**config.mk**
```make
export PLATFORM = sky130hd
export DESIGN_NAME = sem_queue
export DESIGN_NICKNAME = d
export VERILOG_FILES = /design/src/hdl/sem_pkg.sv /design/src/hdl/sem_queue.sv
export SDC_FILE = /design/constraint.sdc
export NUM_CORES = 1
export LEC_CHECK = 0
export BUFFER_PORTS_ARGS = -buffer_cell sky130_fd_sc_hd__buf_2
export CAP_MARGIN = 20
export CORE_ASPECT_RATIO = 0.8
export CORE_UTILIZATION = 50
export DETAILED_ROUTE_END_ITERATION = 8
export HOLD_SLACK_MARGIN = 0.08
export PLACE_DENSITY = 0.77
export SLEW_MARGIN = 20
export SYNTH_ARGS = -nofsm -noshare
export SYNTH_HDL_FRONTEND = slang
export SYNTH_SLANG_ARGS = --single-unit
```
**constraint.sdc**
```tcl
create_clock -name clk -period 22.6 [get_ports clk]
set_clock_uncertainty 0.2 [all_clocks]
set_input_delay 4.52 -clock clk [delete_from_list [all_inputs] [get_ports clk]]
set_output_delay 4.52 -clock clk [all_outputs]
set_load 0.02 [all_outputs]
```
**src/hdl/sem_pkg.sv**
```systemverilog
// Shared types and constants of the Sobel edge magnitude block.
// Depends on nothing; the top level, sem_front, sem_queue and sem_back refer to it by scoped names.
`timescale 1ns / 1ps
package sem_pkg;

  localparam int MAX_WIDTH = 1024;
  localparam int COL_W     = $clog2(MAX_WIDTH);
  localparam int CH_W      = 8;
  localparam int PIX_W     = 3 * CH_W;
  localparam int CNT_W     = 22;

  localparam logic [10:0] WIDTH_RESET  = 11'd640;
  localparam logic [11:0] HEIGHT_RESET = 12'd480;
  localparam logic [11:0] ROW_CAP      = 12'd4095;
  localparam logic [20:0] ROOT_SAT     = 21'd65280;

  localparam logic CFG_FRAME_WIDTH  = 1'b0;
  localparam logic CFG_FRAME_HEIGHT = 1'b1;

  typedef logic [2:0][2:0][PIX_W-1:0] win_t;

  // One classified window on its way from the front to the back.
  typedef struct packed {
    win_t win;
    logic vt;
    logic vb;
    logic vl;
    logic vr;
    logic last;
  } job_t;

endpackage

```
**src/hdl/sem_queue.sv**
```systemverilog
// Two-entry register queue between the front and the back.
// Depends on sem_pkg.
`timescale 1ns / 1ps
module sem_queue (
  input  logic          clk,
  input  logic          rst_n,
  input  logic          push,
  input  sem_pkg::job_t push_data,
  output logic          full,
  input  logic          pop,
  output logic          pop_valid,
  output sem_pkg::job_t pop_data
);

  sem_pkg::job_t d0_r;
  sem_pkg::job_t d1_r;
  logic [1:0]    cnt_r;

  assign full      = (cnt_r == 2'd2);
  assign pop_valid = (cnt_r != 2'd0);
  assign pop_data  = d0_r;

  always_ff @(posedge clk) begin
    if (!rst_n) begin
      cnt_r <= '0;
    end else begin
      case ({push, pop})
        2'b10: begin
          if (cnt_r == 2'd0) begin
            d0_r <= push_data;
          end else begin
            d1_r <= push_data;
          end
          cnt_r <= cnt_r + 2'd1;
        end
        2'b01: begin
          d0_r  <= d1_r;
          cnt_r <= cnt_r - 2'd1;
        end
        2'b11: begin
          if (cnt_r == 2'd1) begin
            d0_r <= push_data;
          end else begin
            d0_r <= d1_r;
            d1_r <= push_data;
          end
        end
        default: ;
      endcase
    end
  end

endmodule

```
==> Word level (Yosys, flattened, before mapping) <==
Cells that the tools add are included.
{ "op_classes": {"n_eq_ne": 8, "reduce_logical": 7, "addsub": 2, "n_mux": 7} }
{ "ops": {"columns": ["cell", "n"], "rows": [
  ["221-bit 2-to-1 mux", 4],
  ["221-bit one-hot mux with 3 select lines", 1],
  ["221-bit one-hot mux with 2 select lines", 1],
  ["2-bit equality test, second input constant", 3],
  ["2-bit != test, second input constant", 3],
  ["2-bit nonzero test", 3],
  ["2-bit by 1-bit equality test with 1-bit output, second input constant", 2],
  ["2-bit one-hot mux with 2 select lines", 1],
  ["4-bit AND reduction", 1],
  ["3-bit AND reduction", 1],
  ["3-bit nonzero test", 1],
  ["2-bit by 1-bit adder with 2-bit output, second input constant", 1],
  ["2-bit zero test", 1],
  ["2-bit by 1-bit subtractor with 2-bit output, second input constant", 1]
]} }
{ "word_totals": {"in_bits": 225, "out_inout_bits": 223, "register_bits": 444, "elab_cells": 53} }

==> Depth between registers and ports, before layout <==
{ "depth": {"word_depth": 3, "ltp_mapped": 7, "depth_no_buf": 4} }

==> Least setup slack after synthesis <==
Ideal clock, no wire load.
{ "synth_path": {"path_kind": "input port to flip-flop", "from": "input port push", "to": "register d0_r, in the netlist pop_data[0], enable pin", "t_arrival_ps": 21254, "path_slack_ps": 17, "setup_time_ps": 1128, "path_buffers": 2, "cell_stages": 5, "path_cell_list": "ha_1 > buf_2 > clkbuf_1 > nor3_1 > a211oi_1"} }
{ "synth_via": {"elab_chain_cells": 3, "word_cells_on_any_way": 6, "cone_classes": "eq/ne: 4; reduce/logical: 2"} }
{ "synth_rtl": {"columns": ["element", "line", "text"], "rows": [
  ["from (decl)", "sem_queue.sv:7", "input logic push,"],
  ["2-bit equality test or 2-bit by 1-bit equality test with 1-bit output (tied branches)", "sem_queue.sv:27", "case ({push, pop})"],
  ["2-bit != test (no source line) or 3-bit nonzero test (tied branches)", null, null],
  ["3-bit AND reduction (no source line) *", null, null],
  ["to (signal assigned)", "sem_queue.sv:30", "d0_r <= push_data;"],
  ["to (signal assigned)", "sem_queue.sv:37", "d0_r <= d1_r;"],
  ["to (signal assigned)", "sem_queue.sv:42", "d0_r <= push_data;"],
  ["to (decl)", "sem_queue.sv:15", "sem_pkg::job_t d0_r;"]
]} }
Every way passes the cells marked *; elsewhere a longest branch is shown, timed or not.
A chain may end at the register's enable or synchronous reset.

==> Final worst setup path <==
{ "layout_path": {"from": "input port pop", "to": "register d1_r[35] (netlist bit), enable pin"} }
{ "layout_via": {"elab_chain_cells": 3, "word_cells_on_any_way": 6, "cone_classes": "eq/ne: 4; reduce/logical: 2"} }
{ "layout_rtl": {"columns": ["element", "line", "text"], "rows": [
  ["from (decl)", "sem_queue.sv:10", "input logic pop,"],
  ["2-bit equality test", "sem_queue.sv:27", null],
  ["2-bit != test (no source line) or 2-bit nonzero test (tied branches)", null, null],
  ["4-bit AND reduction (no source line) *", null, null],
  ["to (signal assigned)", "sem_queue.sv:32", "d1_r <= push_data;"],
  ["to (signal assigned)", "sem_queue.sv:45", "d1_r <= push_data;"],
  ["to (decl)", "sem_queue.sv:16", "sem_pkg::job_t d1_r;"]
]} }
Marked as above.

==> impl_metrics.ini <==
[run_status]
status = complete, no violations

[drt]
first_iter_violations = 1017
drt_first_pass_iters = 4
routed_wl_um = 48800
vias_per_cell = 5.82
wl_per_cell_um = 22.0
detail-route-antenna-nets = 0
dr_total_vias = 12947
drc = 0

[synth]
syn-cell-area_um2 = 20400
syn_area_per_cell_um2 = 16.6
syn-num-nets = 1462
yosysWarnings = 0
yosysTopAreaCellShare_pct = 65.0
synthArstFlopShare_pct = 0
yosysMostFrequentCell = edfxtp_1
synth_area_leaders = edfxtp_1 65%, a221o_1 11%, and2_1 6.7%
synthCells = 1230
ys_top_cells_by_count = 442 x edfxtp_1, 221 x a221o_1, 220 x and2_1, 119 x mux2_2, 89 x mux2_4
synth-main-ff-cell = edfxtp_1
synth-seq-area-share_pct = 65.2
synth_cell_types = 20
synth-edff-count = 442
synth-seq-cells = 444
synth_top_cell_by_area = edfxtp_1

[global_route]
grt_pass1_vias = 13041
grt_max_degree = 103
track_usage_pct = 22.5
antenna_found_initial = 17
grt.overflow.total = 0
grt_pass1_wl_um = 73900

[clock_tree]
cts_sinks = 444
clk_pin_slew_ns = 0.06
numCtsBuffers = 45
clock_latency_ns = 0.54
cts.repair.resized = 0
cts_max_level = 2
clock_path_buffers = 3
cts_root_buffer = clkbuf_16
cts_tree = built
postCtsSetupRepairBufs = 0
cts_hold_buffers = 0

[worst_setup_path]
cp-end-kind = register
crit_type = in2reg
crit_path_start_kind = primary input
arrival_ns = 7.03
worst_ep_required_time_ns = 22.55
cp_max_fo = 71
reg2reg_depth = 5

[run]
maxCapViolations = 0

[layout]
synthToLayoutAreaGrowth_pct = 19.8
design_area_um2 = 24500
final_nets = 1876
seqCellArea_um2 = 13300
final.fill_count = 2996
multi_input_area_um2 = 6650
drive_above_1_share_pct = 44.2

[sta]
clock.fmax_mhz = 141
setup_viol = 0
whs_ns = 0.422
relSlewSlack_pct = 27.6
hold_violations = 0
finalCritPeriodShare_pct = 31.3
drv_slew = 0
worstMarginPinSlew_ns = 1.09
tns_ns = 0
min_period_ns = 7.08
rsz0062_at_grt = false

[floorplanning]
ioPinCount = 448
fp.coreArea_um2 = 39900
die_w_um = 228
die_height_um = 183
rows = 65
die-area_um2 = 41600
initial_core_util_pct = 51.2

[hold_path]
hp-class = reg2reg
whs_path_depth = 2

[place]
gp_congestion = 0.808
place_area_um2 = 23000
post-dp-hpwl_um = 30700
port_buffers = 447

[pwr]
leakagePower_nw = 9.28
max-vdd-ir-drop_uv = 70.4
power_density_nw_per_um2 = 83.4
power_w = 0.00204
cell families (layout without fill, tap and decap cells):
kind of cell	Yosys count	count (layout)	share of synthesized area [%]
adder cells (fa/ha/maj)	7	7	0.429
multiplexers	221	221	13.8
other	0	13	0
AND/OR/NAND/NOR	227	227	6.91
AO/OA/AOI/OAI	224	224	11.0
buffers and inverters	105	551	2.56
flip-flops	444	444	65.2
XOR/XNOR	2	2	0.0858
cell type report:
class	count	share of cell area, %
Timing Repair Buffer	466	9.75
Clock inverter	22	0.681
Clock buffer	57	4.96
Multi-Input combinational cell	681	27.2
Sequential cell	444	54.4
Antenna cell	13	0.133
Tap cell	536	2.74
Inverter	6	0.0921
critical path, stage by stage:
cell and delay (ns):
buf_2 0.16, inv_1 0.06, ha_1 0.26, a22o_1 0.24, nor3_2 0.17, buf_4 0.65, buf_4 0.86
where the power goes:
group | switching (W) | internal [W]
sequential | 0.0000178 | 0.000980
clock | 0.000305 | 0.000402
combinational | 0.000185 | 0.000150
state kept, by name, indices dropped and copies added (netlist names):
name and cells:
cnt_r 2, d1_r 221, pop_data 221
metal layers:
metal	share of wire [%]	global-route usage, %
met4	2.8	8.32
met1	41	29.1
met3	7.4	5.78
met5	0.084	0
met2	49	36.9
placed cells by master, fill, tap and decap left out, types with 2 or more instances in the layout:
cell and count:
ha_4 4, clkinv_2 6, nor2_1 2, and2_1 220
inv_1 6, xor2_1 2, mux2_2 119, mux2_4 89
a221o_1 221, clkbuf_1 10, buf_2 447, diode_2 13
clkinv_1 9, bufinv_16 2, ha_1 3, clkbuf_16 47
buf_4 18, clkinv_4 3, mux2_1 13, dfxtp_1 2
edfxtp_1 442
path summary, 6_finish.rpt:
check                               from      endpoint  slack, ns
worst max-delay path                 pop      d1_r[35]      15.52
worst min-delay path            cnt_r[1]      cnt_r[1]       0.42
worst max register to register  cnt_r[0]  pop_data[35]      18.92
worst min register to register  cnt_r[1]      cnt_r[1]       0.42
through the flow:
step	utilization [%]	cells	setup slack [ns]
6_report	61.4	2225	15.52
5_1_grt	61.4	2225	15.41
4_1_cts	61.2	2212	15.55
3_5_place_dp	57.8	2133	14.97
3_3_place_gp	57.8	2133	15.01
2_1_floorplan	-	1230	0.0175
Note: power is estimated with default switching activity, not from simulation.
