`src/hdl/sem_pkg.sv`:
```
// Shared types and constants of the Sobel edge magnitude block.
// Depends on nothing; the top level, sem_front, sem_queue and sem_back refer to it by scoped names.
`timescale 1ns / 1ps
package sem_pkg;

  localparam int MAX_WIDTH = 1024;
  localparam int COL_W     = $clog2(MAX_WIDTH);
  localparam int CH_W      = 8;
  localparam int PIX_W     = 3 * CH_W;
  localparam int CNT_W     = 22;

  localparam logic [10:0] WIDTH_RESET  = 11'd640;
  localparam logic [11:0] HEIGHT_RESET = 12'd480;
  localparam logic [11:0] ROW_CAP      = 12'd4095;
  localparam logic [20:0] ROOT_SAT     = 21'd65280;

  localparam logic CFG_FRAME_WIDTH  = 1'b0;
  localparam logic CFG_FRAME_HEIGHT = 1'b1;

  typedef logic [2:0][2:0][PIX_W-1:0] win_t;

  // One classified window on its way from the front to the back.
  typedef struct packed {
    win_t win;
    logic vt;
    logic vb;
    logic vl;
    logic vr;
    logic last;
  } job_t;

endpackage

```
`src/hdl/sem_if.sv`:
```


interface sem_edge_if;
  logic       valid;
  logic       ready;
  logic [7:0] edge_red;
  logic [7:0] edge_green;
  logic [7:0] edge_blue;
  logic       frame_end;
  modport source (output valid, edge_red, edge_green, edge_blue, frame_end, input ready);
  modport sink   (input valid, edge_red, edge_green, edge_blue, frame_end, output ready);
endinterface

```
`src/hdl/sem_back.sv`:
```
// Back end: Sobel gradients, shared squaring multiplier, digit-by-digit rounded root.
// Depends on sem_pkg and sem_if.
`timescale 1ns / 1ps
module sem_back (
  input  logic          clk,
  input  logic          rst_n,
  input  logic          q_valid,
  input  sem_pkg::job_t q_data,
  output logic          q_pop,
  sem_edge_if.source    out_chan
);

  typedef enum logic [1:0] {B_IDLE, B_MUL, B_ROOT, B_OUT} bstate_t;

  bstate_t          state_r;
  logic [2:0]       cnt_r;
  logic [9:0]       ab_r   [6];
  logic [20:0]      sum_r  [3];
  logic [7:0]       root_r [3];
  logic [9:0]       rem_r  [3];
  logic [2:0]       sat_r;
  logic [7:0]       res_r  [3];
  logic             last_r;
  logic             out_vld_r;
  logic [7:0]       out_r  [3];
  logic             out_end_r;

  logic [7:0]       p    [3][3][3];
  logic [9:0]       sa   [3][4];
  logic [9:0]       ab   [6];
  logic [19:0]      prod;
  logic [11:0]      rsh  [3];
  logic [11:0]      trial[3];
  logic             ge   [3];
  logic [9:0]       rem_n[3];
  logic [7:0]       root_n[3];
  logic [7:0]       fin  [3];
  logic             out_load;

  assign q_pop = (state_r == B_IDLE) && q_valid;

  // The output register takes a new result once it is empty or being drained.
  assign out_load = (state_r == B_OUT) && (!out_vld_r || out_chan.ready);

  always_comb begin
    for (int k = 0; k < 3; k++) begin
      for (int i = 0; i < 3; i++) begin
        for (int j = 0; j < 3; j++) begin
          if ((i == 0 && !q_data.vt) || (i == 2 && !q_data.vb) ||
              (j == 0 && !q_data.vl) || (j == 2 && !q_data.vr)) begin
            p[k][i][j] = '0;
          end else begin
            p[k][i][j] = q_data.win[i][j][8*k +: 8];
          end
        end
      end
      sa[k][0] = {2'b0, p[k][0][2]} + {1'b0, p[k][1][2], 1'b0} + {2'b0, p[k][2][2]};
      sa[k][1] = {2'b0, p[k][0][0]} + {1'b0, p[k][1][0], 1'b0} + {2'b0, p[k][2][0]};
      sa[k][2] = {2'b0, p[k][2][0]} + {1'b0, p[k][2][1], 1'b0} + {2'b0, p[k][2][2]};
      sa[k][3] = {2'b0, p[k][0][0]} + {1'b0, p[k][0][1], 1'b0} + {2'b0, p[k][0][2]};
      ab[2*k]   = (sa[k][0] >= sa[k][1]) ? sa[k][0] - sa[k][1] : sa[k][1] - sa[k][0];
      ab[2*k+1] = (sa[k][2] >= sa[k][3]) ? sa[k][2] - sa[k][3] : sa[k][3] - sa[k][2];
    end
  end

  assign prod = ab_r[cnt_r] * ab_r[cnt_r];

  always_comb begin
    for (int k = 0; k < 3; k++) begin
      rsh[k]    = {rem_r[k], sum_r[k][15:14]};
      trial[k]  = {2'b0, root_r[k], 2'b01};
      ge[k]     = rsh[k] >= trial[k];
      rem_n[k]  = ge[k] ? 10'(rsh[k] - trial[k]) : rsh[k][9:0];
      root_n[k] = {root_r[k][6:0], ge[k]};
      fin[k]    = sat_r[k] ? 8'd255 :
                  (root_n[k] + {7'd0, (rem_n[k] > {2'b0, root_n[k]})});
    end
  end

  assign out_chan.valid      = out_vld_r;
  assign out_chan.edge_red   = out_r[0];
  assign out_chan.edge_green = out_r[1];
  assign out_chan.edge_blue  = out_r[2];
  assign out_chan.frame_end  = out_end_r;

  always_ff @(posedge clk) begin
    if (!rst_n) begin
      state_r   <= B_IDLE;
      cnt_r     <= '0;
      out_vld_r <= 1'b0;
    end else begin
      if (out_load) begin
        out_vld_r <= 1'b1;
      end else if (out_vld_r && out_chan.ready) begin
        out_vld_r <= 1'b0;
      end
      case (state_r)
        B_IDLE: begin
          if (q_valid) begin
            for (int n = 0; n < 6; n++) begin
              ab_r[n] <= ab[n];
            end
            for (int k = 0; k < 3; k++) begin
              sum_r[k] <= '0;
            end
            last_r  <= q_data.last;
            cnt_r   <= '0;
            state_r <= B_MUL;
          end
        end
        B_MUL: begin
          sum_r[cnt_r[2:1]] <= sum_r[cnt_r[2:1]] + {1'b0, prod};
          if (cnt_r == 3'd5) begin
            cnt_r <= '0;
            for (int k = 0; k < 3; k++) begin
              root_r[k] <= '0;
              rem_r[k]  <= '0;
            end
            state_r <= B_ROOT;
          end else begin
            cnt_r <= cnt_r + 3'd1;
          end
        end
        B_ROOT: begin
          for (int k = 0; k < 3; k++) begin
            if (cnt_r == 3'd0) begin
              sat_r[k] <= sum_r[k] > sem_pkg::ROOT_SAT;
            end
            root_r[k] <= root_n[k];
            rem_r[k]  <= rem_n[k];
            sum_r[k]  <= {sum_r[k][18:0], 2'b00};
            res_r[k]  <= fin[k];
          end
          cnt_r <= cnt_r + 3'd1;
          if (cnt_r == 3'd7) begin
            state_r <= B_OUT;
          end
        end
        B_OUT: begin
          if (out_load) begin
            for (int k = 0; k < 3; k++) begin
              out_r[k] <= res_r[k];
            end
            out_end_r <= last_r;
            state_r   <= B_IDLE;
          end
        end
        default: begin
          state_r <= B_IDLE;
        end
      endcase
    end
  end

endmodule
```
`src/flat_wrapper.sv`:
```
// flat-port wrapper written by rule: the top's interface ports become plain ports
module sem_back_flat 
  (clk, rst_n, q_valid, q_data, q_pop, out_chan_valid, out_chan_edge_red, out_chan_edge_green, out_chan_edge_blue, out_chan_frame_end, out_chan_ready);
  sem_edge_if out_chan_i ();
  input  logic clk;
  input  logic rst_n;
  input  logic q_valid;
  input  sem_pkg::job_t q_data;
  output logic q_pop;
  output wire logic [$bits(out_chan_i.valid)-1:0] out_chan_valid;
  output wire logic [$bits(out_chan_i.edge_red)-1:0] out_chan_edge_red;
  output wire logic [$bits(out_chan_i.edge_green)-1:0] out_chan_edge_green;
  output wire logic [$bits(out_chan_i.edge_blue)-1:0] out_chan_edge_blue;
  output wire logic [$bits(out_chan_i.frame_end)-1:0] out_chan_frame_end;
  input wire logic [$bits(out_chan_i.ready)-1:0] out_chan_ready;
  assign out_chan_valid = out_chan_i.valid;
  assign out_chan_edge_red = out_chan_i.edge_red;
  assign out_chan_edge_green = out_chan_i.edge_green;
  assign out_chan_edge_blue = out_chan_i.edge_blue;
  assign out_chan_frame_end = out_chan_i.frame_end;
  assign out_chan_i.ready = out_chan_ready;
  sem_back u_core (.clk(clk), .rst_n(rst_n), .q_valid(q_valid), .q_data(q_data), .q_pop(q_pop), .out_chan(out_chan_i));
endmodule
```
`config.mk`:
```
export PLATFORM = sky130hd
export DESIGN_NAME = sem_back_flat
export DESIGN_NICKNAME = d
export VERILOG_FILES = /design/src/hdl/sem_pkg.sv /design/src/hdl/sem_if.sv /design/src/hdl/sem_back.sv /design/src/flat_wrapper.sv
export SDC_FILE = /design/constraint.sdc
export NUM_CORES = 1
export LEC_CHECK = 0
export BUFFER_PORTS_ARGS = -buffer_cell sky130_fd_sc_hd__buf_4
export CORE_MARGIN = 3
export CORE_UTILIZATION = 30
export CTS_CLUSTER_DIAMETER = 120
export DETAILED_ROUTE_END_ITERATION = 16
export PLACE_DENSITY_LB_ADDON = 0.15
export SYNTH_ARGS = -nofsm -noshare
export SYNTH_HDL_FRONTEND = slang
export SYNTH_SLANG_ARGS = --single-unit
export TNS_END_PERCENT = 20
```
`constraint.sdc`:
```
create_clock -name clk -period 7.19 [get_ports clk]
set_input_delay 0.719 -clock clk [delete_from_list [all_inputs] [get_ports clk]]
set_output_delay 0.719 -clock clk [all_outputs]
set_load 0.05 [all_outputs]
```
== Yosys cells after proc, flatten, opt, wreduce, memory -nomap -nowiden ==
Memories as Yosys holds them, arrays and structs flattened. A register that Yosys moved wholly into a read port is not among the register bits.
Cells that the tools add are included.
Word-level totals
  flip-flop bits (word level): 11
  bits in writable memories: 225
  output and inout bits: 27
  memories kept: 6
Memories
  u_core.sum_r: depth 3, bits a word 21, read ports 4, clocked after Yosys merged registers in 1, wr ports 3, RTL line sem_back.sv:18  | logic [20:0] sum_r [3];
  u_core.ab_r: depth 6, bits a word 10, read ports 1, clocked after Yosys merged registers in 1, wr ports 6, RTL line sem_back.sv:17  | logic [9:0] ab_r [6];
  u_core.rem_r: depth 3, bits a word 10, read ports 3, clocked after Yosys merged registers in 0, wr ports 3, RTL line sem_back.sv:20  | logic [9:0] rem_r [3];
  u_core.out_r: depth 3, bits a word 8, read ports 3, clocked after Yosys merged registers in 0, wr ports 3, RTL line sem_back.sv:25  | logic [7:0] out_r [3];
  u_core.res_r: depth 3, bits a word 8, read ports 3, clocked after Yosys merged registers in 0, wr ports 3, RTL line sem_back.sv:22  | logic [7:0] res_r [3];
  u_core.root_r: depth 3, bits a word 8, read ports 3, clocked after Yosys merged registers in 0, wr ports 3, RTL line sem_back.sv:19  | logic [7:0] root_r [3];
Cells by class
  $add $sub $neg: 44
  multipliers: 1
  order comparisons: 15
  equal/unequal tests: 9
  mux-type cells: 80
  bitwise operators: 9
  reduce and logical (&&, ||, !) cells: 23
Operators with widths (count)
  $mux W8: 30
  $sub A10 B10 Y10: 15
  $add A10 B8 Y10: 12
  $add A8 B9 Y10: 12
  $mux W10: 12
  $mux W21: 4
  $gt A21 B16 Y1 const B: 3
  $ge A10 B10 Y1: 6
  $ge A12 B10 Y1: 3
  $gt A10 B8 Y1: 3
  $add A8 B1 Y8: 3
  $add A21 B20 Y21: 1
  $mux W1: 21
  $reduce_or A21 Y1: 1
  $mul A10 B10 Y20: 1
  $mux W2: 7
  $mux W3: 4
  $or A1 B1 Y1: 9
  $pmux W3 S3: 1
  $reduce_and A3 Y1: 3
  $pmux W2 S4: 1
  $eq A3 B3 Y1 const B: 2
  $ne A2 B1 Y1 const B: 3
  $logic_not A1 Y1: 5
  other kinds (12): 19

== Longest topological paths before layout ==
Gate-level depths: netlist of the first run.
  word-level depth: 7
  gate-level depth with buffers: 26
  gate-level depth less buffers: 23

== Worst setup path before layout of the first run ==
Ideal clock, no wire load.
  kind: register to register
  start point: reg with a tool-made name
  end point: mem u_core.sum_r[0][20] (data pin)
  setup time: 0.270 ns
  data arrival time: 6.206 ns
  required time: 6.920 ns
  setup slack: 0.714 ns
  cell stages (with the launch flop): 24
  path through: dfxtp_1 -> buf_4 -> buf_2 -> mux4_2 -> nor2_1 -> a21o_1 -> nor2_1 -> fa_1 -> fa_1 -> inv_1 -> fa_1 -> inv_1 -> fa_1 -> inv_1 -> fa_1 -> inv_1 -> ha_1 -> nand3_1 -> nor2b_1 -> a2111oi_2 -> a31oi_1 -> and4_1 -> nor4_2 -> o21ai_0
RTL lines (RTL line)
  to (decl): sem_back.sv:18

==> results.json, run 1 <==
{
  "rsz0062_at_grt": "false",
  "grt.overflow.total": 0,
  "clkLatencyLatePin_ns": 0.58,
  "worst_pin_slew_ns": 1.11,
  "tritoncts": "done",
  "antenna_found_initial": 0,
  "setup_tns_ns": 0,
  "yosysTopAreaCellShare_pct": 26.8,
  "synthArstFlopShare_pct": 0,
  "cts_buffers": 31,
  "pre_cts_ws_ns": 0.344,
  "required_ns": 7.50,
  "multi_input_area_um2": 18100,
  "yosysMostFrequentCell": "inv_1",
  "grt_pass1_wl_mm": 119,
  "synth_area_leaders": "edfxtp_1 27%, ha_1 15%, fa_1 12%",
  "worst_ep_arrival_time_ns": 7.02,
  "syn_avg_cell_area_um2": 9.40,
  "synthesis.area_um2": 28100,
  "grt_usage_pct": 15.1,
  "max_freq_ghz": 0.149,
  "crit_path_top_delay_cell": "fa_1",
  "initial_utilization_pct": 30.5,
  "cp.depth": 25,
  "yosysTopAreaCell": "edfxtp_1",
  "wl_per_cell_um": 16.7,
  "fin_nets": 3937,
  "syn_inst": 2989,
  "postRouteAntennaNets": 0,
  "drc": 0,
  "io_pins": 252,
  "syn_nets": 3732,
  "cts-root-buf": "clkbuf_16",
  "gp_congestion": 0.826,
  "setup_viol": 0,
  "grt_pass1_vias": 21638,
  "start_kind": "register",
  "core_area_um2": 92200,
  "synth_cell_types": 85,
  "wirelength_mm": 74.5,
  "hpwl_mm": 61.6,
  "yosysWarnings": 0,
  "synth_edf_count": 251,
  "crit_path_end_kind": "register",
  "ff_latch_area_um2": 7720,
  "final_area_um2": 32400,
  "seq_area_frac_synth_pct": 27.5,
  "synth_common_cells": "507 x inv_1, 345 x ha_1, 251 x edfxtp_1",
  "hold_class": "input pin to register",
  "drt_iter0_drc": 1059,
  "hold_buffers": 0,
  "maxCapViolCount": 0,
  "path_delay_family": "adder cells",
  "cpMostUsedCell": "inv_1",
  "post-route-period-util_pct": 93.3,
  "slew_violations": 0,
  "place_area_um2": 31300,
  "num_vias": 20880,
  "setup_ws_ns": 0.478,
  "die_h_um": 312,
  "reg2reg_depth": 25,
  "drive_gt1_share_pct": 12.8,
  "synth_ff_type": "edfxtp_1",
  "holdWs_ns": 0.331,
  "hold_viol_final": 0,
  "die_w_um": 312,
  "cpPeakStageDelay_ns": 0.53,
  "grt_max_degree": 67,
  "ys_ff_latch": 260,
  "outcome": "complete, no violations",
  "die_area_um2": 97400,
  "syn_to_final_growth_pct": 15.2,
  "cts_num_sinks": 260,
  "rows": 111,
  "worstSetupPathType": "register to register",
  "skew_ns": 0.00984,
  "hp-start": "q_data[0]",
  "cp_max_fo": 20,
  "period_needed_ns": 6.71,
  "clk_pin_slew_ns": 0.06,
  "max-clock-path-buffers": 3,
  "nFillCells": 9583,
  "avgViaCountPerCell": 4.68,
  "hold_depth": 1,
  "slew_headroom_pct": 26.0,
  "ctsHtreeMaxLevel": 1,
  "cp_num_buf_inv": 8,
  "first_pass_iters": 5,
  "io_buffers": 227
}
cell usage in the layout (no fill, tap or decap), types with 36 or more instances in the layout:
cell / n
a21o_1: 62
a21oi_1: 174
and2_1: 83
and3_1: 44
buf_4: 265
edfxtp_1: 251
fa_1: 173
ha_1: 345
inv_1: 507
mux2i_1: 47
nand2_1: 200
nand2b_1: 41
nand3_1: 98
nor2_1: 148
nor2b_1: 36
o21ai_0: 142
o21bai_1: 36
xnor2_1: 110
xor2_1: 58
worst paths after layout:
kind / endpoint / slack (ns)
max: u_core.sum_r[0][15]$_DFFE_PP_ / 0.48
min reg2reg: u_core.out_r[0][20]$_DFFE_PP_ / 0.42
max reg2reg: u_core.sum_r[0][15]$_DFFE_PP_ / 0.48
min: u_core.last_r$_DFFE_PP_ / 0.33
registers in the layout (all words and copies together) (netlist names), 2 cells and up, named ones only:
signal,count
u_core.rem_r,30
u_core.sat_r,3
u_core.state_r,2
u_core.res_r,24
u_core.ab_r,60
u_core.root_r,24
u_core.cnt_r,3
u_core.sum_r,84
u_core.out_r,24
cells by family after synthesis:
| kind of cell | after synthesis | share of synthesized area [%] |
|---|---|---|
| AOI/OAI and AO/OA | 582 | 13.0 |
| xor gates and xnor gates | 169 | 5.27 |
| adders and majority gates | 518 | 27.7 |
| buffers and inverters | 606 | 8.29 |
| DFF | 260 | 27.5 |
| muxes | 94 | 4.83 |
| and+or+nand+nor | 760 | 13.4 |
per-stage QoR:
step                std cells  util (%)
finish                   4463      35.1
CTS                      4462      35.1
global placement         4404      33.9
floorplan                2989         -
global route             4462      35.1
detailed placement       4404      33.9
layout make-up:
| class | instances | share of cell area [%] |
|---|---|---|
| Antenna cell | 1 | 0.00773 |
| Clock buffer | 34 | 2.43 |
| Clock inverter | 24 | 0.793 |
| Inverter | 511 | 5.93 |
| Multi-Input combinational cell | 2123 | 55.9 |
| Sequential cell | 260 | 23.9 |
| Tap cell | 1243 | 4.81 |
| Timing Repair Buffer | 267 | 6.27 |
what timing repair did:
action | in CTS | in global routing
setup endpoints to repair | 0 | 6
gates resized for setup | 0 | 3
buffers inserted | 0 | 0
routing by layer:
layer	vias to the layer above	GRT usage [%]	share of wire (%)
met3	54	1.43	3.1
li1	10573	-	-
met1	9923	20.8	48
met2	330	26.0	48
met4	0	2.38	1.4
met5	-	0	0
Power of run 1 is not shown: default switching activity piles up to over one toggle a cycle in this logic, so the estimate is an artifact.
==> run 2, diff against run 1 <==
--- a/config.mk
+++ b/config.mk
@@ -7,7 +7,8 @@
 export LEC_CHECK = 0
 export BUFFER_PORTS_ARGS = -buffer_cell sky130_fd_sc_hd__buf_4
 export CORE_MARGIN = 3
-export CORE_UTILIZATION = 30
+export CORE_UTILIZATION = 43
+export CTS_BUF_LIST = sky130_fd_sc_hd__clkbuf_8 sky130_fd_sc_hd__clkbuf_16
 export CTS_CLUSTER_DIAMETER = 120
 export DETAILED_ROUTE_END_ITERATION = 16
 export PLACE_DENSITY_LB_ADDON = 0.15
==> results.json, run 2 (same netlist as run 1, synthesis figures left out) <==
{
  "gp_congestion": 0.925,
  "postRouteAntennaNets": 0,
  "place_area_um2": 30800,
  "cts-root-buf": "clkbuf_16",
  "die_h_um": 262,
  "grt_max_degree": 62,
  "period_needed_ns": 6.77,
  "syn_to_final_growth_pct": 13.1,
  "crit_path_end_kind": "register",
  "largestRegisters": "u_core.sum_r: 84 flops, u_core.ab_r: 60 flops, u_core.rem_r: 30 flops",
  "max-clock-path-buffers": 3,
  "largest_register": "u_core.sum_r",
  "drc": 0,
  "start_kind": "register",
  "wirelength_mm": 70.3,
  "setup_viol": 0,
  "antenna_cells": 0,
  "max_freq_ghz": 0.148,
  "required_ns": 7.50,
  "ctsHtreeMaxLevel": 1,
  "outcome": "complete, no violations",
  "grt_pass1_vias": 22343,
  "grt_pass1_wl_mm": 114,
  "grt.overflow.total": 0,
  "die_area_um2": 68500,
  "worst_pin_slew_ns": 1.12,
  "setup_tns_ns": 0,
  "hold_class": "input pin to register",
  "final_common_cell": "inv_1",
  "avgViaCountPerCell": 5.32,
  "nFillCells": 6084,
  "drive_gt1_share_pct": 12.6,
  "wl_per_cell_um": 17.3,
  "clk_pin_slew_ns": 0.06,
  "worstSetupPathType": "register to register",
  "reg2reg_depth": 22,
  "initial_utilization_pct": 43.5,
  "skew_ns": 0.0115,
  "tritoncts": "done",
  "hold_viol_final": 0,
  "rows": 93,
  "grt_usage_pct": 20.4,
  "fin_nets": 3931,
  "post_cts_resize_count": 0,
  "slew_violations": 0,
  "mostFrequentLayoutCells": "509 x inv_1, 345 x ha_1, 261 x buf_4",
  "post-cts-setup-buffers": 0,
  "largest_reg_flops": 84,
  "cts_buffers": 29,
  "final_area_um2": 31800,
  "core_area_um2": 64600,
  "worst_ep_arrival_time_ns": 7.08,
  "drt_iter0_drc": 1248,
  "cts_num_sinks": 260,
  "antenna_found_initial": 0,
  "clkLatencyLatePin_ns": 0.57,
  "cp_max_fo": 11,
  "post-route-period-util_pct": 94.2,
  "num_vias": 21634,
  "first_pass_iters": 5,
  "holdWs_ns": 0.323,
  "hpwl_mm": 58.3,
  "maxCapViolCount": 0,
  "rsz0062_at_grt": "false",
  "io_buffers": 227,
  "hold_buffers": 0,
  "hold_depth": 1,
  "die_w_um": 262,
  "slew_headroom_pct": 25.2,
  "io_pins": 252
}
[run 2: changes by cell type in the layout (fill, tap and decap cells not counted), sizes merged]
cell,before,now
clkinv,14,15
diode,1,0
buf,267,263
clkbuf,34,29
clkinvlp,3,0
bufinv,4,5
inv,514,515
[run 2: cell type report]
cell class | instances | area (um^2) | share of cell area, %
inverters | 511 | 1920 | 6.03
clock inverters | 24 | 265 | 0.834
well taps | 855 | 1070 | 3.37
repair buffers | 263 | 2000 | 6.29
clock buffers | 29 | 726 | 2.28
flip-flops and latches | 260 | 7720 | 24.3
multi-input cells | 2123 | 18100 | 56.9
[run 2: worst max-delay path, stage by stage (launching register included)]
cell       delay [ns]
dfxtp_1          0.32
buf_4            0.23
mux4_2           0.53
nor2_1           0.14
a21o_1           0.12
inv_1            0.13
nand2_1          0.14
fa_1             0.46
fa_1             0.55
inv_1            0.06
fa_1             0.50
fa_1             0.54
inv_1            0.05
fa_1             0.53
inv_1            0.04
ha_1             0.36
a21o_1           0.24
nor2b_1          0.15
a2111oi_2        0.32
a31oi_1          0.27
a31oi_1          0.41
xor2_2           0.28
o21ai_0          0.13
[run 2: path summary, 6_finish.rpt]
kind	startpoint	endpoint	slack, ns
worst max-delay path	register	u_core.sum_r[1][16]$_DFFE_PP_	0.42
worst min-delay path	q_data[0]	u_core.last_r$_DFFE_PP_	0.32
worst max register to register	register	u_core.sum_r[1][16]$_DFFE_PP_	0.42
worst min register to register	u_core.res_r[0][4]$_SDFFCE_PP1P_	u_core.out_r[0][4]$_DFFE_PP_	0.42
[run 2: through the flow]
| stage | setup WS, ns | cells | utilization, % |
|---|---|---|---|
| after floorplan | 0.714 | 2989 | - |
| after global placement | 0.387 | 4012 | 47.7 |
| final | 0.420 | 4065 | 49.2 |
| after global routing | 0.0262 | 4065 | 49.2 |
| after detailed placement | 0.222 | 4012 | 47.7 |
| after CTS | 0.216 | 4065 | 49.2 |
[run 2: layer usage]
metal / wire length [um] / global-route usage [%] / up-vias
met1: 31400 / 26.9 / 10533
met4: 1550 / 4.74 / 0
met5: 0 / 0 / -
met3: 2270 / 1.30 / 94
li1: - / - / 10552
met2: 35100 / 36.7 / 455
Power of run 2 is left out for the same reason.
==> run 3, diff against run 2 <==
--- a/config.mk
+++ b/config.mk
@@ -6,7 +6,7 @@
 export NUM_CORES = 1
 export LEC_CHECK = 0
 export BUFFER_PORTS_ARGS = -buffer_cell sky130_fd_sc_hd__buf_4
-export CORE_MARGIN = 3
+export CORE_ASPECT_RATIO = 2
 export CORE_UTILIZATION = 43
 export CTS_BUF_LIST = sky130_fd_sc_hd__clkbuf_8 sky130_fd_sc_hd__clkbuf_16
 export CTS_CLUSTER_DIAMETER = 120
==> results.json, run 3 (same netlist as run 1, synthesis figures left out) <==
{
  "cpMostUsedCell": "fa_1",
  "largest_register": "u_core.sum_r",
  "hold_class": "input pin to register",
  "path_delay_family": "adder cells",
  "die_w_um": 183,
  "post-cts-setup-buffers": 0,
  "grt_max_degree": 79,
  "hold_viol_final": 0,
  "clkLatencyLatePin_ns": 0.55,
  "setup_tns_ns": 0,
  "hold_buffers": 0,
  "mostFrequentLayoutCells": "508 x inv_1, 345 x ha_1, 271 x buf_4",
  "maxCapViolCount": 0,
  "cp_max_fo": 20,
  "crit_path_top_delay_cell": "fa_1",
  "crit_path_end_kind": "register",
  "r2r_slack_ns": 0.34,
  "fin_nets": 3935,
  "max_freq_ghz": 0.146,
  "cts_buffers": 23,
  "drc": 0,
  "die_area_um2": 66400,
  "start_kind": "register",
  "outcome": "complete, no violations",
  "worst_ep_arrival_time_ns": 7.12,
  "ff_latch_area_um2": 7720,
  "core_area_um2": 64700,
  "grt_pass1_vias": 23333,
  "nFillCells": 6234,
  "drt_iter0_drc": 745,
  "ctsHtreeMaxLevel": 1,
  "reg2reg_depth": 21,
  "cts-root-buf": "clkbuf_16",
  "wl_per_cell_um": 18.4,
  "slew_violations": 0,
  "multi_input_area_um2": 18100,
  "final_common_cell": "inv_1",
  "clk_pin_slew_ns": 0.07,
  "wirelength_mm": 75.3,
  "hold_depth": 1,
  "gp_congestion": 0.929,
  "io_buffers": 227,
  "tritoncts": "done",
  "grt_pass1_wl_mm": 118,
  "first_pass_iters": 5,
  "worstSetupPathType": "register to register",
  "post-route-period-util_pct": 95.3,
  "hp-start": "q_data[0]",
  "cpPeakStageDelay_ns": 0.56,
  "required_ns": 7.46,
  "rows": 132,
  "syn_to_final_growth_pct": 12.8,
  "die_h_um": 364,
  "crit_chain": "buf_12 -> mux4_2 -> nor2_1 -> a21oi_1 -> nand2_1 -> fa_1 -> fa_1 -> inv_1 -> fa_1 -> fa_1 -> inv_1 -> fa_1 -> inv_1 -> ha_1 -> a21o_1 -> nor2b_1 -> a2111oi_2 -> a31oi_2 -> a31oi_1 -> xor2_1 -> o21ai_0",
  "max-clock-path-buffers": 3,
  "io_pins": 252,
  "cp_num_buf_inv": 4,
  "grt_usage_pct": 22.8,
  "avgViaCountPerCell": 5.29,
  "grt.overflow.total": 0,
  "skew_ns": 0.0185,
  "setup_viol": 0,
  "min_to": "u_core.last_r$_DFFE_PP_",
  "rsz0062_at_grt": "false",
  "period_needed_ns": 6.85,
  "largestRegisters": "u_core.sum_r: 84 flops, u_core.ab_r: 60 flops, u_core.rem_r: 30 flops",
  "r2r-end": "u_core.sum_r[1][16]$_DFFE_PP_",
  "worst_pin_slew_ns": 1.13,
  "drive_gt1_share_pct": 12.6,
  "num_vias": 21574,
  "largest_reg_flops": 84,
  "slew_headroom_pct": 24.6,
  "antenna_found_initial": 1,
  "postRouteAntennaNets": 0,
  "hpwl_mm": 65.0,
  "initial_utilization_pct": 43.4,
  "cts_num_sinks": 260
}
run 3: cell types whose count changed in the layout (fill, tap and decap cells not counted), sizes merged:
cell | before | now
clkinvlp | 0 | 4
diode | 0 | 1
buf | 263 | 273
bufinv | 5 | 4
clkbuf | 29 | 23
clkinv | 15 | 7
run 3: timing repair:
item / in CTS / in global routing
gates resized for setup: 0 / 3
setup endpoints to repair: 0 / 7
endpoints found under the hold margin: 0 / 0
run 3: worst reg2reg max path, cell delays in order, from the launching register on:
cell	delay, ns
dfxtp_1	0.36
buf_12	0.20
mux4_2	0.52
nor2_1	0.30
a21oi_1	0.14
nand2_1	0.14
fa_1	0.46
fa_1	0.56
inv_1	0.06
fa_1	0.51
fa_1	0.55
inv_1	0.05
fa_1	0.52
inv_1	0.04
ha_1	0.36
a21o_1	0.24
nor2b_1	0.16
a2111oi_2	0.37
a31oi_2	0.25
a31oi_1	0.32
xor2_1	0.29
o21ai_0	0.15
run 3: final cells by class:
class / count / share of cell area (%)
Inverter: 511 / 6.05
Tap cell: 871 / 3.44
Sequential cell: 260 / 24.4
Multi-Input combinational cell: 2123 / 57.1
Clock inverter: 19 / 0.707
Clock buffer: 23 / 1.82
Antenna cell: 1 / 0.00790
Timing Repair Buffer: 273 / 6.55
run 3: metrics by stage:
step	hold WS (ns)	utilization, %	setup WS, ns	cell area, um^2	std cells
after global placement	0.400	47.7	0.355	30900	4038
after CTS	0.329	48.9	0.260	31700	4080
after floorplan	0.400	-	0.714	28100	2989
after detailed placement	0.406	47.7	0.268	30900	4038
after global routing	0.337	48.9	0.0339	31700	4081
final	0.348	48.9	0.340	31700	4081
run 3: per-layer routing:
layer / up-vias / track usage, % / wire length, um
li1: 10532 / - / -
met1: 10337 / 20.5 / 25200
met2: 533 / 48.6 / 44000
met3: 172 / 1.44 / 1850
met4: 0 / 12.4 / 4250
met5: - / 0 / 0
run 3: worst max-delay path by stage:
stage | end | slack (ns) | from | depth (start not counted)
3_5_place_dp | u_core.sum_r[2][20]$_DFFE_PP_ | 0.27 | register | 21
6_report | u_core.sum_r[1][16]$_DFFE_PP_ | 0.34 | register | 21
3_3_place_gp | u_core.sum_r[1][20]$_DFFE_PP_ | 0.36 | register | 21
5_1_grt | u_core.sum_r[0][13]$_DFFE_PP_ | 0.03 | register | 20
2_1_floorplan | u_core.sum_r[0][20]$_DFFE_PP_ | 0.71 | register | 23
4_1_cts | u_core.sum_r[2][20]$_DFFE_PP_ | 0.26 | register | 21
Power of run 3 is left out for the same reason.
